File: config.mk
export PLATFORM = sky130hd
export DESIGN_NAME = gwch_ctrl
export DESIGN_NICKNAME = d
export VERILOG_FILES = /design/src/hdl/gwch_pkg.sv /design/src/hdl/gwch_ctrl.sv
export SDC_FILE = /design/constraint.sdc
export NUM_CORES = 1
export LEC_CHECK = 0
export ABC_CLOCK_PERIOD_IN_PS = 2100
export BUFFER_PORTS_ARGS = -buffer_cell sky130_fd_sc_hd__buf_2
export CAP_MARGIN = 10
export CORE_AREA = 2 2 39 41
export DETAILED_ROUTE_END_ITERATION = 6
export DIE_AREA = 0 0 41 43
export PLACE_DENSITY_LB_ADDON = 0.1
export SKIP_LAST_GASP = 1
export SYNTH_ARGS = -nofsm -noshare
export SYNTH_HDL_FRONTEND = slang
export SYNTH_SLANG_ARGS = --single-unit
File: constraint.sdc
create_clock -name clock -period 2.1 [get_ports clock]
set_input_delay 0.42 -clock clock [delete_from_list [all_inputs] [get_ports clock]]
set_output_delay 0.42 -clock clock [all_outputs]
set_load 0.01 [all_outputs]
File: src/hdl/gwch_pkg.sv
// ----------------------------------------------------------------------------
// Gift wrapping convex hull: shared types and constants
// Item layouts, status codes and the controller/datapath command and status
// groups.
// ----------------------------------------------------------------------------
`default_nettype none

package gwch_pkg;

   localparam int FIELD_BITS      = 16;
   localparam int MIN_HULL_POINTS = 3;

   localparam logic [1:0] STATUS_OK       = 2'd0;
   localparam logic [1:0] STATUS_TOO_FEW  = 2'd1;
   localparam logic [1:0] STATUS_OVERFLOW = 2'd2;

   typedef struct packed {
      logic signed [FIELD_BITS-1:0] point_x;
      logic signed [FIELD_BITS-1:0] point_y;
      logic                         last_point;
   } req_type;

   typedef struct packed {
      logic signed [FIELD_BITS-1:0] hull_x;
      logic signed [FIELD_BITS-1:0] hull_y;
      logic                         last_hull_point;
      logic [1:0]                   hull_status;
   } rsp_type;

   typedef struct packed {
      logic load;        // store the accepted point
      logic too_few;     // emit the too_few item and clear the set
      logic walk_init;   // start the walk at the leftmost point
      logic push;        // record current point, fetch first candidate
      logic cand_load;   // latch candidate, start the scan at point 0
      logic cmp;         // resolve one scan step
      logic advance;     // current <= candidate
      logic set_trunc;   // walk hit capacity
      logic emit_first;  // start reading the hull list
      logic emit_out;    // send one hull item
      logic finish;      // clear the set after the last item
   } cmd_type;

   typedef struct packed {
      logic n_small;
      logic scan_last;
      logic cand_is_left;
      logic hull_full;
      logic emit_last;
   } sts_type;

endpackage

`default_nettype wire

File: src/hdl/gwch_ctrl.sv
// ----------------------------------------------------------------------------
// Gift wrapping convex hull: controller
// Sequences loading, the hull walk scan and the emission of hull items.
// ----------------------------------------------------------------------------
`default_nettype none

module gwch_ctrl
   import gwch_pkg::*;
(
   input  wire logic    clock,
   input  wire logic    reset,
   input  wire logic    start,
   input  wire logic    last_point,
   input  wire sts_type sts,
   output cmd_type      cmd,
   output logic         busy
);

   localparam logic [3:0] ST_IDLE  = 4'd0;
   localparam logic [3:0] ST_START = 4'd1;
   localparam logic [3:0] ST_PUSH  = 4'd2;
   localparam logic [3:0] ST_CAND  = 4'd3;
   localparam logic [3:0] ST_MUL   = 4'd4;
   localparam logic [3:0] ST_CMP   = 4'd5;
   localparam logic [3:0] ST_NEXT  = 4'd6;
   localparam logic [3:0] ST_EMIT0 = 4'd7;
   localparam logic [3:0] ST_EMIT  = 4'd8;

   logic [3:0] state_ff, state_in;

   always_comb begin
      state_in = state_ff;
      cmd      = '0;
      case (state_ff)
         ST_IDLE: begin
            if (start) begin
               cmd.load = 1'b1;
               if (last_point) begin
                  state_in = ST_START;
               end
            end
         end
         ST_START: begin
            if (sts.n_small) begin
               cmd.too_few = 1'b1;
               state_in    = ST_IDLE;
            end else begin
               cmd.walk_init = 1'b1;
               state_in      = ST_PUSH;
            end
         end
         ST_PUSH: begin
            cmd.push = 1'b1;
            state_in = ST_CAND;
         end
         ST_CAND: begin
            cmd.cand_load = 1'b1;
            state_in      = ST_MUL;
         end
         ST_MUL: begin
            state_in = ST_CMP;
         end
         ST_CMP: begin
            cmd.cmp  = 1'b1;
            state_in = sts.scan_last ? ST_NEXT : ST_MUL;
         end
         ST_NEXT: begin
            cmd.advance = 1'b1;
            if (sts.cand_is_left) begin
               state_in = ST_EMIT0;
            end else if (sts.hull_full) begin
               cmd.set_trunc = 1'b1;
               state_in      = ST_EMIT0;
            end else begin
               state_in = ST_PUSH;
            end
         end
         ST_EMIT0: begin
            cmd.emit_first = 1'b1;
            state_in       = ST_EMIT;
         end
         ST_EMIT: begin
            cmd.emit_out = 1'b1;
            if (sts.emit_last) begin
               cmd.finish = 1'b1;
               state_in   = ST_IDLE;
            end
         end
         default: begin
            state_in = ST_IDLE;
         end
      endcase
   end

   always_ff @(posedge clock) begin
      if (reset) begin
         state_ff <= ST_IDLE;
      end else begin
         state_ff <= state_in;
      end
   end

   assign busy = state_ff != ST_IDLE;

endmodule

`default_nettype wire

# Word level (Yosys, flattened, before mapping)
# Cells that the tools add are included.
dict set report classes {
  n_eq_ne 11
  muxes 22
  n_reduce_logical 3
}
# operator count
set op_table {}
lappend op_table {{4-bit case mux with 9 select lines} 1}
lappend op_table {{4-bit by 3-bit == test with 1-bit output (second input constant)} 4}
lappend op_table {{4-bit 2-to-1 mux} 4}
lappend op_table {{1-bit 2-to-1 mux} 11}
lappend op_table {{2-bit 2-to-1 mux} 5}
lappend op_table {{4-bit by 2-bit == test with 1-bit output (second input constant)} 2}
lappend op_table {{2-bit inequality test (second input constant)} 3}
lappend op_table {{4-bit by 1-bit == test with 1-bit output (second input constant)} 1}
lappend op_table {{4-bit == test (second input constant)} 1}
lappend op_table {{4-bit zero test} 1}
lappend op_table {{4-bit nonzero test} 1}
lappend op_table {{3-bit 2-to-1 mux} 1}
lappend op_table {{3-bit AND reduction} 1}
dict set report totals {
  register_bits 4
  inputBits 9
  output_inout_bits 12
  word_cells 37
}

# Longest topological paths before layout
# Gate-level depths: netlist of the first run.
dict set report depth {
  word_depth 3
  mapped_depth 4
  ltp_nobuf 3
}

# Worst setup path before layout of the first run
# Ideal clock, no wire load.
dict set report synth_path {
  path_kind {register to output}
  from {reg state_ff[1]}
  to {out cmd[0] (netlist name)}
  t_arrival_ps 1306
  required_time_ps 1680
  slack_ps 374
  stages_incl_launch_ff 4
  path_buffers 1
  path_cell_list {dfxtp_1 buf_2 nor4b_1 and2_1}
}
# item line
set synth_lines {}
lappend synth_lines {{from (decl)} gwch_ctrl.sv:29} ;# logic [3:0] state_ff, state_in;
lappend synth_lines {{from (signal assigned)} gwch_ctrl.sv:99} ;# state_ff <= state_in;
lappend synth_lines {{to (decl)} gwch_ctrl.sv:15} ;# output cmd_type cmd,

==> results.yml, run 1 <==
synthesis:
  syn-num-nets: 48
  synth-simple-area-share_pct: 45.3
  avgSynthCellArea_sq_um: 7.92
  synth_top_family_by_area: "simple AND/OR/NAND/NOR gates"
  ys_ff_latch: 4
  synthAdderAreaFrac_pct: 0
  ys.flop_type: "dfxtp_1"
  synth_cell_types: 25
  synth_top_area_share_pct: 25.9
  seq_area_frac_synth_pct: 25.9
  synth_area_leaders: "dfxtp_1 26%, nand2b_1 6.1%, nor4b_1 5.7%"
  synthArstFlopShare_pct: 0
  synth_edf_count: 0
  synth_compound_area_share_pct: 19.8
  synth.area.mux_share_pct: 0
  synthCells: 39
  yosysTopAreaCell: "dfxtp_1"
  yosys.area_share.xor_xnor_pct: 0
  ys_warn_count: 0
  synth_area_sq_um: 309
die:
  core_area_sq_um: 1380
  die_height_um: 43
  num_io_pins: 21
  start_util_pct: 22.3
  rows: 14
  die_x_um: 41
  die_area_sq_um: 1760
sta:
  fin_skew_ns: 0.000792
  setup_viol: 0
  maxSlewHeadroom_pct: 71.8
  max_clock_freq_ghz: 0.538
  tightest_slew_ns: 0.418
  rsz0062_at_grt: "no"
  hold_violations: 0
  min_period_ns: 1.86
  post-route-period-util_pct: 88.5
  slew_viol_final: 0
  setup_tns_ns: 0
clocking:
  clkTransAtPathRegs_ns: 0.04
  cts_hold_buffers: 0
  clock_latency_ns: 0.23
  numCtsBuffers: 3
  cts_tree: "built"
  clockRootBuffer: "clkbuf_4"
  htreeDepth: 1
  cts.sinks: 4
  cts_setup_buffers: 0
  clockBufferDepth: 2
  cts_resized: 0
global_routing:
  use_met1_pct: 17.3
  met3_usage_pct: 4.71
  grt_pass1_wl_mm: 1.39
  grt_max_degree: 12
  antenna_found_initial: 0
  grt_pass1_vias: 314
  met2_usage_pct: 15.3
  gr-total-overflow: 0
  grt_usage_pct: 11.5
  grt_busiest_layer: "met1"
power:
  p_per_area_nw_per_um2: 467
  peakVddDrop_mv: 0.264
  leakage_nw: 0.213
worst_setup_path:
  rr_worst_depth: 3
  r2r_start: "state_ff[2]$_SDFFE_PP0P_"
  cp.required_ns: 1.68
  crit_fanout: 10
  end_kind: "output port"
  arrival_ns: 1.44
  critPathLaunchType: "flop"
  reg2reg_to: "state_ff[1]$_SDFFE_PP0P_"
  r2r_slack_ns: 0.59
  worstSetupPathType: "flop to output port"
layout:
  drive_above_1_share_pct: 45.0
  area_growth_pct: 40.9
  diodes: 0
  largest_reg_flops: 4
  top_register: "state_ff"
  top_regs: "state_ff (4)"
  nNetsFinal: 71
  final_core_utilization_pct: 31.5
  fillerInstances: 167
route:
  antenna_left: 0
  drt_iter0_drc: 5
  detail_route.wl_per_cell_um: 10.9
  viasPerCell: 4.74
  vias: 360
  route.detailed.drc: 0
  dr.pass1.iters: 4
  wl_um: 825
min_path:
  holdPathEnd: "state_ff[1]$_SDFFE_PP0P_"
  min_from: "reset"
  hold_class: "primary input to flop"
  holdPathStages: 2
placed_design:
  place_congestion: 0.677
  dp_hpwl_um: 654
  port-buffer-count: 20
job:
  cap_violations: 0
status:
  status: "complete, no violations"
-- power by group --
| group | switching [mW] | total (mW) | leakage, nW | internal, mW |
|---|---|---|---|---|
| logic | 0.0169 | 0.0326 | 0.167 | 0.0157 |
| clock network | 0.0260 | 0.0896 | 0.0138 | 0.0636 |
| registers | 0.00324 | 0.0811 | 0.0324 | 0.0779 |
| total | 0.0461 | 0.203 | 0.213 | 0.157 |
-- stage by stage --
step / hold slack (ns) / instance area [sq um] / cells / setup WS (ns) / power (mW)
finish: 0.430 / 435 / 76 / 0.242 / 0.203
global route: 0.427 / 435 / 76 / 0.0981 / 0.221
CTS: 0.428 / 435 / 76 / 0.235 / 0.209
detailed placement: 0.599 / 413 / 73 / 0.486 / 0.115
global placement: 0.593 / 413 / 73 / 0.482 / 0.115
floorplan: 0.496 / 309 / 39 / 0.374 / 0.0982
-- routing by layer --
layer	vias up	routed length, um
li1	188	-
met1	154	379
met2	18	376
met3	0	70
met4	0	0
met5	-	0
-- how the worst max path moves through the flow --
stage | from | end | slack, ns
final | state_ff[1]$_SDFFE_PP0P_ | cmd[10] | 0.24
after global routing | state_ff[3]$_SDFFE_PP0P_ | cmd[0] | 0.1
after CTS | state_ff[1]$_SDFFE_PP0P_ | cmd[10] | 0.24
after detailed placement | state_ff[3]$_SDFFE_PP0P_ | cmd[0] | 0.49
after global placement | state_ff[1]$_SDFFE_PP0P_ | cmd[10] | 0.48
after floorplan | state_ff[1]$_SDFFE_PP0P_ | cmd[0] | 0.37
-- placed cells by master (no fill, tap or decap) --
cell       Yosys  routed
a2111oi_2      1       1
a211o_1        1       1
a21oi_1        1       1
a2bb2oi_1      1       1
a311oi_1       1       1
and2_1         1       1
and2b_1        1       1
and3b_1        1       1
buf_2          1      20
clkbuf_4       0       3
dfxtp_1        4       4
inv_1          2       2
inv_2          1       1
nand2_1        2       2
nand2b_1       3       3
nor2_1         4       4
nor2b_1        1       1
nor3_1         3       3
nor4_1         2       2
nor4b_1        2       2
o211ai_1       1       1
o31ai_1        1       1
or2_2          1       1
or4_1          1       1
or4_4          1       1
-- cell type report --
| class | instances | area, sq um | area share, % |
|---|---|---|---|
| inverter | 3 | 11.3 | 2.59 |
| tap | 16 | 20.0 | 4.60 |
| timing repair buffer | 20 | 100 | 23.0 |
| multi-input combinational | 30 | 201 | 46.3 |
| clock buffer | 3 | 22.5 | 5.17 |
| sequential | 4 | 80.1 | 18.4 |
-- critical path, stage by stage (launching register included) --
cell	delay [ns]
dfxtp_1	0.39
or4_1	0.59
nor2_1	0.10
buf_2	0.13
-- Yosys cell counts, types with 2 or more instances --
cell      instances
nor3_1            3
nand2b_1          3
nor4_1            2
inv_1             2
nor4b_1           2
dfxtp_1           4
nand2_1           2
nor2_1            4
-- cell families after synthesis --
family / after synthesis
buf+inv: 5
simple gates: 23
flops: 4
compound gates: 7
No activity file was read; power rests on OpenSTA's default activity.
==> run 2: changes to the inputs <==
- GPL_TIMING_DRIVEN: default -> 0
==> run 2 against run 1 <==
  * Sequential cell count stayed put
  * Die area stayed put
  * Critical endpoint unchanged
  * Clock-buffer cell count stayed put
  * Maximum frequency is 3.2% lower
  * Largest power group unchanged
==> results.yml, run 2 (synthesized netlist as in run 1, its figures left out) <==
die:
  core_area_sq_um: 1380
  num_io_pins: 21
  die_area_sq_um: 1760
  rows: 14
  die_height_um: 43
  start_util_pct: 22.3
  die_x_um: 41
placed_design:
  port-buffer-count: 20
  dp_hpwl_um: 658
  place_congestion: 0.686
route:
  drt_iter0_drc: 5
  route.detailed.drc: 0
  detail_route.wl_per_cell_um: 10.9
  wl_um: 847
  vias: 374
  antenna_left: 0
  viasPerCell: 4.79
  dr.pass1.iters: 3
sta:
  tightest_slew_ns: 0.417
  setup_tns_ns: 0
  setup_viol: 0
  max_clock_freq_ghz: 0.521
  min_period_ns: 1.92
  slew_viol_final: 0
  rsz0062_at_grt: "no"
  holdWs_ns: 0.420
  maxSlewHeadroom_pct: 71.8
  post-route-period-util_pct: 91.4
  hold_violations: 0
  fin_skew_ns: 0.00156
worst_setup_path:
  arrival_ns: 1.50
  end_kind: "output port"
  cp_slowest_cell: "or4_1"
  cp-startpoint: "state_ff[1]$_SDFFE_PP0P_"
  cp.required_ns: 1.68
  crit_fanout: 10
  critPathMostFrequentCell: "buf_2"
  cpPeakStageDelay_ns: 0.58
  r2r_start: "state_ff[1]$_SDFFE_PP0P_"
  critPathLaunchType: "flop"
  crit_path_cell_trace: "buf_2, or4_1, nor2_1, buf_2"
  worstSetupPathType: "flop to output port"
global_routing:
  use_met1_pct: 14.7
  grt_max_degree: 11
  grt_pass1_vias: 339
  met2_usage_pct: 14.7
  grt_busiest_layer: "met1"
  met3_usage_pct: 0
  gr-total-overflow: 0
  antenna_found_initial: 0
  grt_pass1_wl_mm: 1.28
  grt_usage_pct: 10.8
layout:
  area_growth_pct: 46.2
  drive_above_1_share_pct: 46.8
  mostFrequentLayoutCell: "buf_2"
  largest_reg_flops: 4
  nNetsFinal: 73
  layout_common_cells: "21 x buf_2, 4 x nor2_1, 4 x dfxtp_1"
  top_register: "state_ff"
  top_regs: "state_ff (4)"
  diodes: 0
clocking:
  numCtsBuffers: 3
  cts_tree: "built"
  clkTransAtPathRegs_ns: 0.04
  cts_resized: 0
  clock_latency_ns: 0.23
  cts_hold_buffers: 0
  htreeDepth: 1
  cts_setup_buffers: 0
  cts.sinks: 4
  clockRootBuffer: "clkbuf_4"
  clockBufferDepth: 2
power:
  peakVddDrop_mv: 0.129
  leakage_nw: 0.225
  p_per_area_nw_per_um2: 460
status:
  status: "complete, no violations"
min_path:
  min_from: "reset"
  hold_class: "primary input to flop"
job:
  cap_violations: 0
==> run 2: cell types whose count changed in the layout (fill, tap and decap cells not counted), sizes merged <==
cell,previous run,this run
buf,20,22
==> run 2: cell type report <==
cell class / instances / area [sq um]
buffer: 2 / 16.3
clock buffer: 3 / 22.5
fill: 168 / 932
inverter: 3 / 11.3
multi-input combinational: 30 / 201
sequential: 4 / 80.1
tap: 16 / 20.0
timing repair buffer: 20 / 100
==> run 2: critical path, delay by kind of cell (launching register included) <==
kind          cells  cell delay, ns
simple gates      2            0.69
buf+inv           2            0.30
flops             1            0.28
==> run 2: where the power goes <==
part	internal [mW]	total [mW]	switching [mW]	leakage [nW]
combinational	0.0163	0.0344	0.0181	0.178
clock	0.0638	0.0937	0.0298	0.0138
sequential	0.0778	0.0799	0.00209	0.0324
==> run 2: path summary, 6_finish.rpt <==
| check | slack (ns) | endpoint | cells past startpoint |
|---|---|---|---|
| setup / recovery | 0.18 | cmd[10] | 4 |
| hold / removal | 0.42 | state_ff[0]$_SDFFE_PP0P_ | 2 |
| setup reg to reg | 0.64 | state_ff[3]$_SDFFE_PP0P_ | 4 |
| hold reg to reg | 0.58 | state_ff[0]$_SDFFE_PP0P_ | 1 |
==> run 2: per-layer routing <==
| layer | share of wire (%) | vias up |
|---|---|---|
| li1 | - | 192 |
| met1 | 47 | 170 |
| met2 | 47 | 12 |
| met3 | 6.4 | 0 |
| met4 | 0 | 0 |
| met5 | 0 | - |
==> run 2: per-stage QoR <==
step	utilization [%]	setup slack, ns	power [mW]	std cells	area, sq um
final	32.6	0.181	0.208	78	452
after global routing	32.6	0.118	0.220	78	452
after CTS	32.6	0.170	0.214	78	452
after detailed placement	31.0	0.434	0.116	75	429
after global placement	31.0	0.430	0.116	75	429
after floorplan	-	0.374	0.0982	39	309
==> run 3: changes to the inputs <==
- ABC_CLOCK_PERIOD_IN_PS: 2100 -> 1800
- clock period: 2.1 -> 1.8 ns (I/O delays scaled with it)
==> run 3 against run 2 <==
  * Routed wire length grew 1.3%
  * Register-to-register slack lost 0.27 ns
  * Non-clock buffer count shrank 1
  * Final cell count shrank 1.3%
  * Sequential cell count is the same
  * Die area is the same
  * First-iteration DRC count grew 40%
  * Critical endpoint unchanged
  * Largest cell class unchanged
  * Largest power group unchanged
==> results.yml, run 3 (synthesized netlist as in run 1, its figures left out) <==
status:
  status: "complete, no violations"
clocking:
  clkTransAtPathRegs_ns: 0.04
  cts_tree: "built"
  numCtsBuffers: 3
  cts_setup_buffers: 0
  htreeDepth: 1
  clock_latency_ns: 0.23
  cts.sinks: 4
  clockRootBuffer: "clkbuf_4"
  clockBufferDepth: 2
sta:
  slew_viol_final: 0
  hold_violations: 0
  post-route-period-util_pct: 98.8
  fin_ws_ns: 0.0216
  tightest_slew_ns: 0.285
  max_clock_freq_ghz: 0.562
  maxSlewHeadroom_pct: 81.0
  setup_viol: 0
  rsz0062_at_grt: "yes"
  fin_skew_ns: 0.00150
  min_period_ns: 1.78
layout:
  top_register: "state_ff"
  largest_reg_flops: 4
  fillerInstances: 165
  layout_common_cells: "20 x buf_2, 4 x nor2_1, 3 x nor3_1, 3 x nand2b_1, 3 x clkbuf_4"
  mostFrequentLayoutCell: "buf_2"
  stdcell_area_sq_um: 459
  drive_above_1_share_pct: 52.5
  area_growth_pct: 48.6
  top_regs: "state_ff (4)"
  diodes: 0
  nNetsFinal: 72
placed_design:
  port-buffer-count: 20
  post-place-ws_ns: 0.194
  place_congestion: 0.686
  dp_hpwl_um: 658
  placed_area_sq_um: 429
worst_setup_path:
  reg2reg_to: "state_ff[1]$_SDFFE_PP0P_"
  cp_top_family: "simple AND/OR/NAND/NOR gates"
  crit_fanout: 10
  crit_path_end: "cmd[10]"
  critPathLaunchType: "flop"
  worstSetupPathType: "flop to output port"
  cp-startpoint: "state_ff[2]$_SDFFE_PP0P_"
  end_kind: "output port"
  r2r_start: "state_ff[2]$_SDFFE_PP0P_"
  cp.required_ns: 1.44
  cp_slowest_cell: "or4_4"
  arrival_ns: 1.42
  cpPeakStageDelay_ns: 0.52
  crit_path_cell_trace: "buf_6, or4_4, nor2_1, buf_2"
  r2r_slack_ns: 0.37
  rr_worst_depth: 4
  cp_num_buf_inv: 2
  path_depth: 4
route:
  dr.pass1.iters: 2
  detail_route.wl_per_cell_um: 11.1
  antenna_left: 0
  route.detailed.drc: 0
  drt_iter0_drc: 7
  viasPerCell: 4.77
  wl_um: 858
  vias: 367
power:
  peakVddDrop_mv: 0.145
  leakage_nw: 0.221
  p_per_area_nw_per_um2: 532
min_path:
  min_from: "reset"
  hold_class: "primary input to flop"
die:
  die_area_sq_um: 1760
  die_x_um: 41
  rows: 14
  die_height_um: 43
  num_io_pins: 21
  start_util_pct: 22.3
  core_area_sq_um: 1380
global_routing:
  grt_max_degree: 11
  antenna_found_initial: 0
  gr-total-overflow: 0
  grt_pass1_vias: 336
  grt_usage_pct: 10.8
  grt_pass1_wl_mm: 1.28
job:
  cap_violations: 0
-- run 3: cell types whose count changed in the layout (fill, tap and decap cells not counted) --
cell / delta
dfxtp_1: -2
or4_1: -1
or4_4: +1
nor4b_1: -1
buf_2: -1
nor4b_2: +1
dfxtp_2: +2
-- run 3: final cells by class --
| type | count | area (sq um) | area share [%] |
|---|---|---|---|
| Sequential cell | 4 | 82.6 | 18.0 |
| Tap cell | 16 | 20.0 | 4.36 |
| Timing Repair Buffer | 20 | 100 | 21.8 |
| Clock buffer | 3 | 22.5 | 4.90 |
| Buffer | 1 | 11.3 | 2.45 |
| Inverter | 3 | 11.3 | 2.45 |
| Multi-Input combinational cell | 30 | 211 | 46.0 |
-- run 3: through the flow --
| step | total power [mW] | hold WS, ns | TNS (ns) | utilization (%) | cells |
|---|---|---|---|---|---|
| finish | 0.244 | 0.353 | 0 | 33.2 | 77 |
| global route | 0.259 | 0.359 | -0.0257 | 33.2 | 77 |
| CTS | 0.251 | 0.351 | 0 | 32.6 | 77 |
| detailed placement | 0.135 | 0.585 | 0 | 31.0 | 75 |
| global placement | 0.135 | 0.595 | 0 | 31.0 | 75 |
| floorplan | 0.115 | 0.436 | 0 | - | 39 |
-- run 3: how the worst min path moves through the flow --
stage,to,slack (ns),cells past startpoint
4_1_cts,state_ff[1]$_SDFFE_PP0P_,0.35,2
3_3_place_gp,state_ff[2]$_SDFFE_PP0P_,0.60,1
2_1_floorplan,state_ff[1]$_SDFFE_PP0P_,0.44,1
3_5_place_dp,state_ff[2]$_SDFFE_PP0P_,0.58,1
5_1_grt,state_ff[0]$_SDFFE_PP0P_,0.36,2
6_report,state_ff[0]$_SDFFE_PP0P_,0.35,2
-- run 3: power by group --
group | internal (mW) | total (mW) | leakage (nW) | switching (mW)
Combinational | 0.0201 | 0.0404 | 0.174 | 0.0204
Sequential | 0.0911 | 0.0946 | 0.0333 | 0.00350
Clock | 0.0745 | 0.109 | 0.0138 | 0.0348
Total | 0.186 | 0.244 | 0.221 | 0.0587
-- run 3: metal layers --
| layer | global-route usage [%] | vias up | wire length, um |
|---|---|---|---|
| li1 | - | 188 | - |
| met1 | 15.1 | 167 | 387 |
| met2 | 14.4 | 12 | 423 |
| met3 | 0 | 0 | 46 |
| met4 | 10.0 | 0 | 0 |
| met5 | 0 | - | 0 |
-- run 3: what timing repair did --
action / CTS / global route
pin swaps: 0 / 0
setup endpoints to repair: 3 / 3
gates resized for setup: 2 / 2
hold buffers: 0 / 0
-- run 3: worst register-to-register path, stage by stage (launching register included) --
cell and delay [ns]:
dfxtp_1 0.31, buf_6 0.14, nor2b_1 0.13, or4_4 0.47, a2111oi_2 0.28
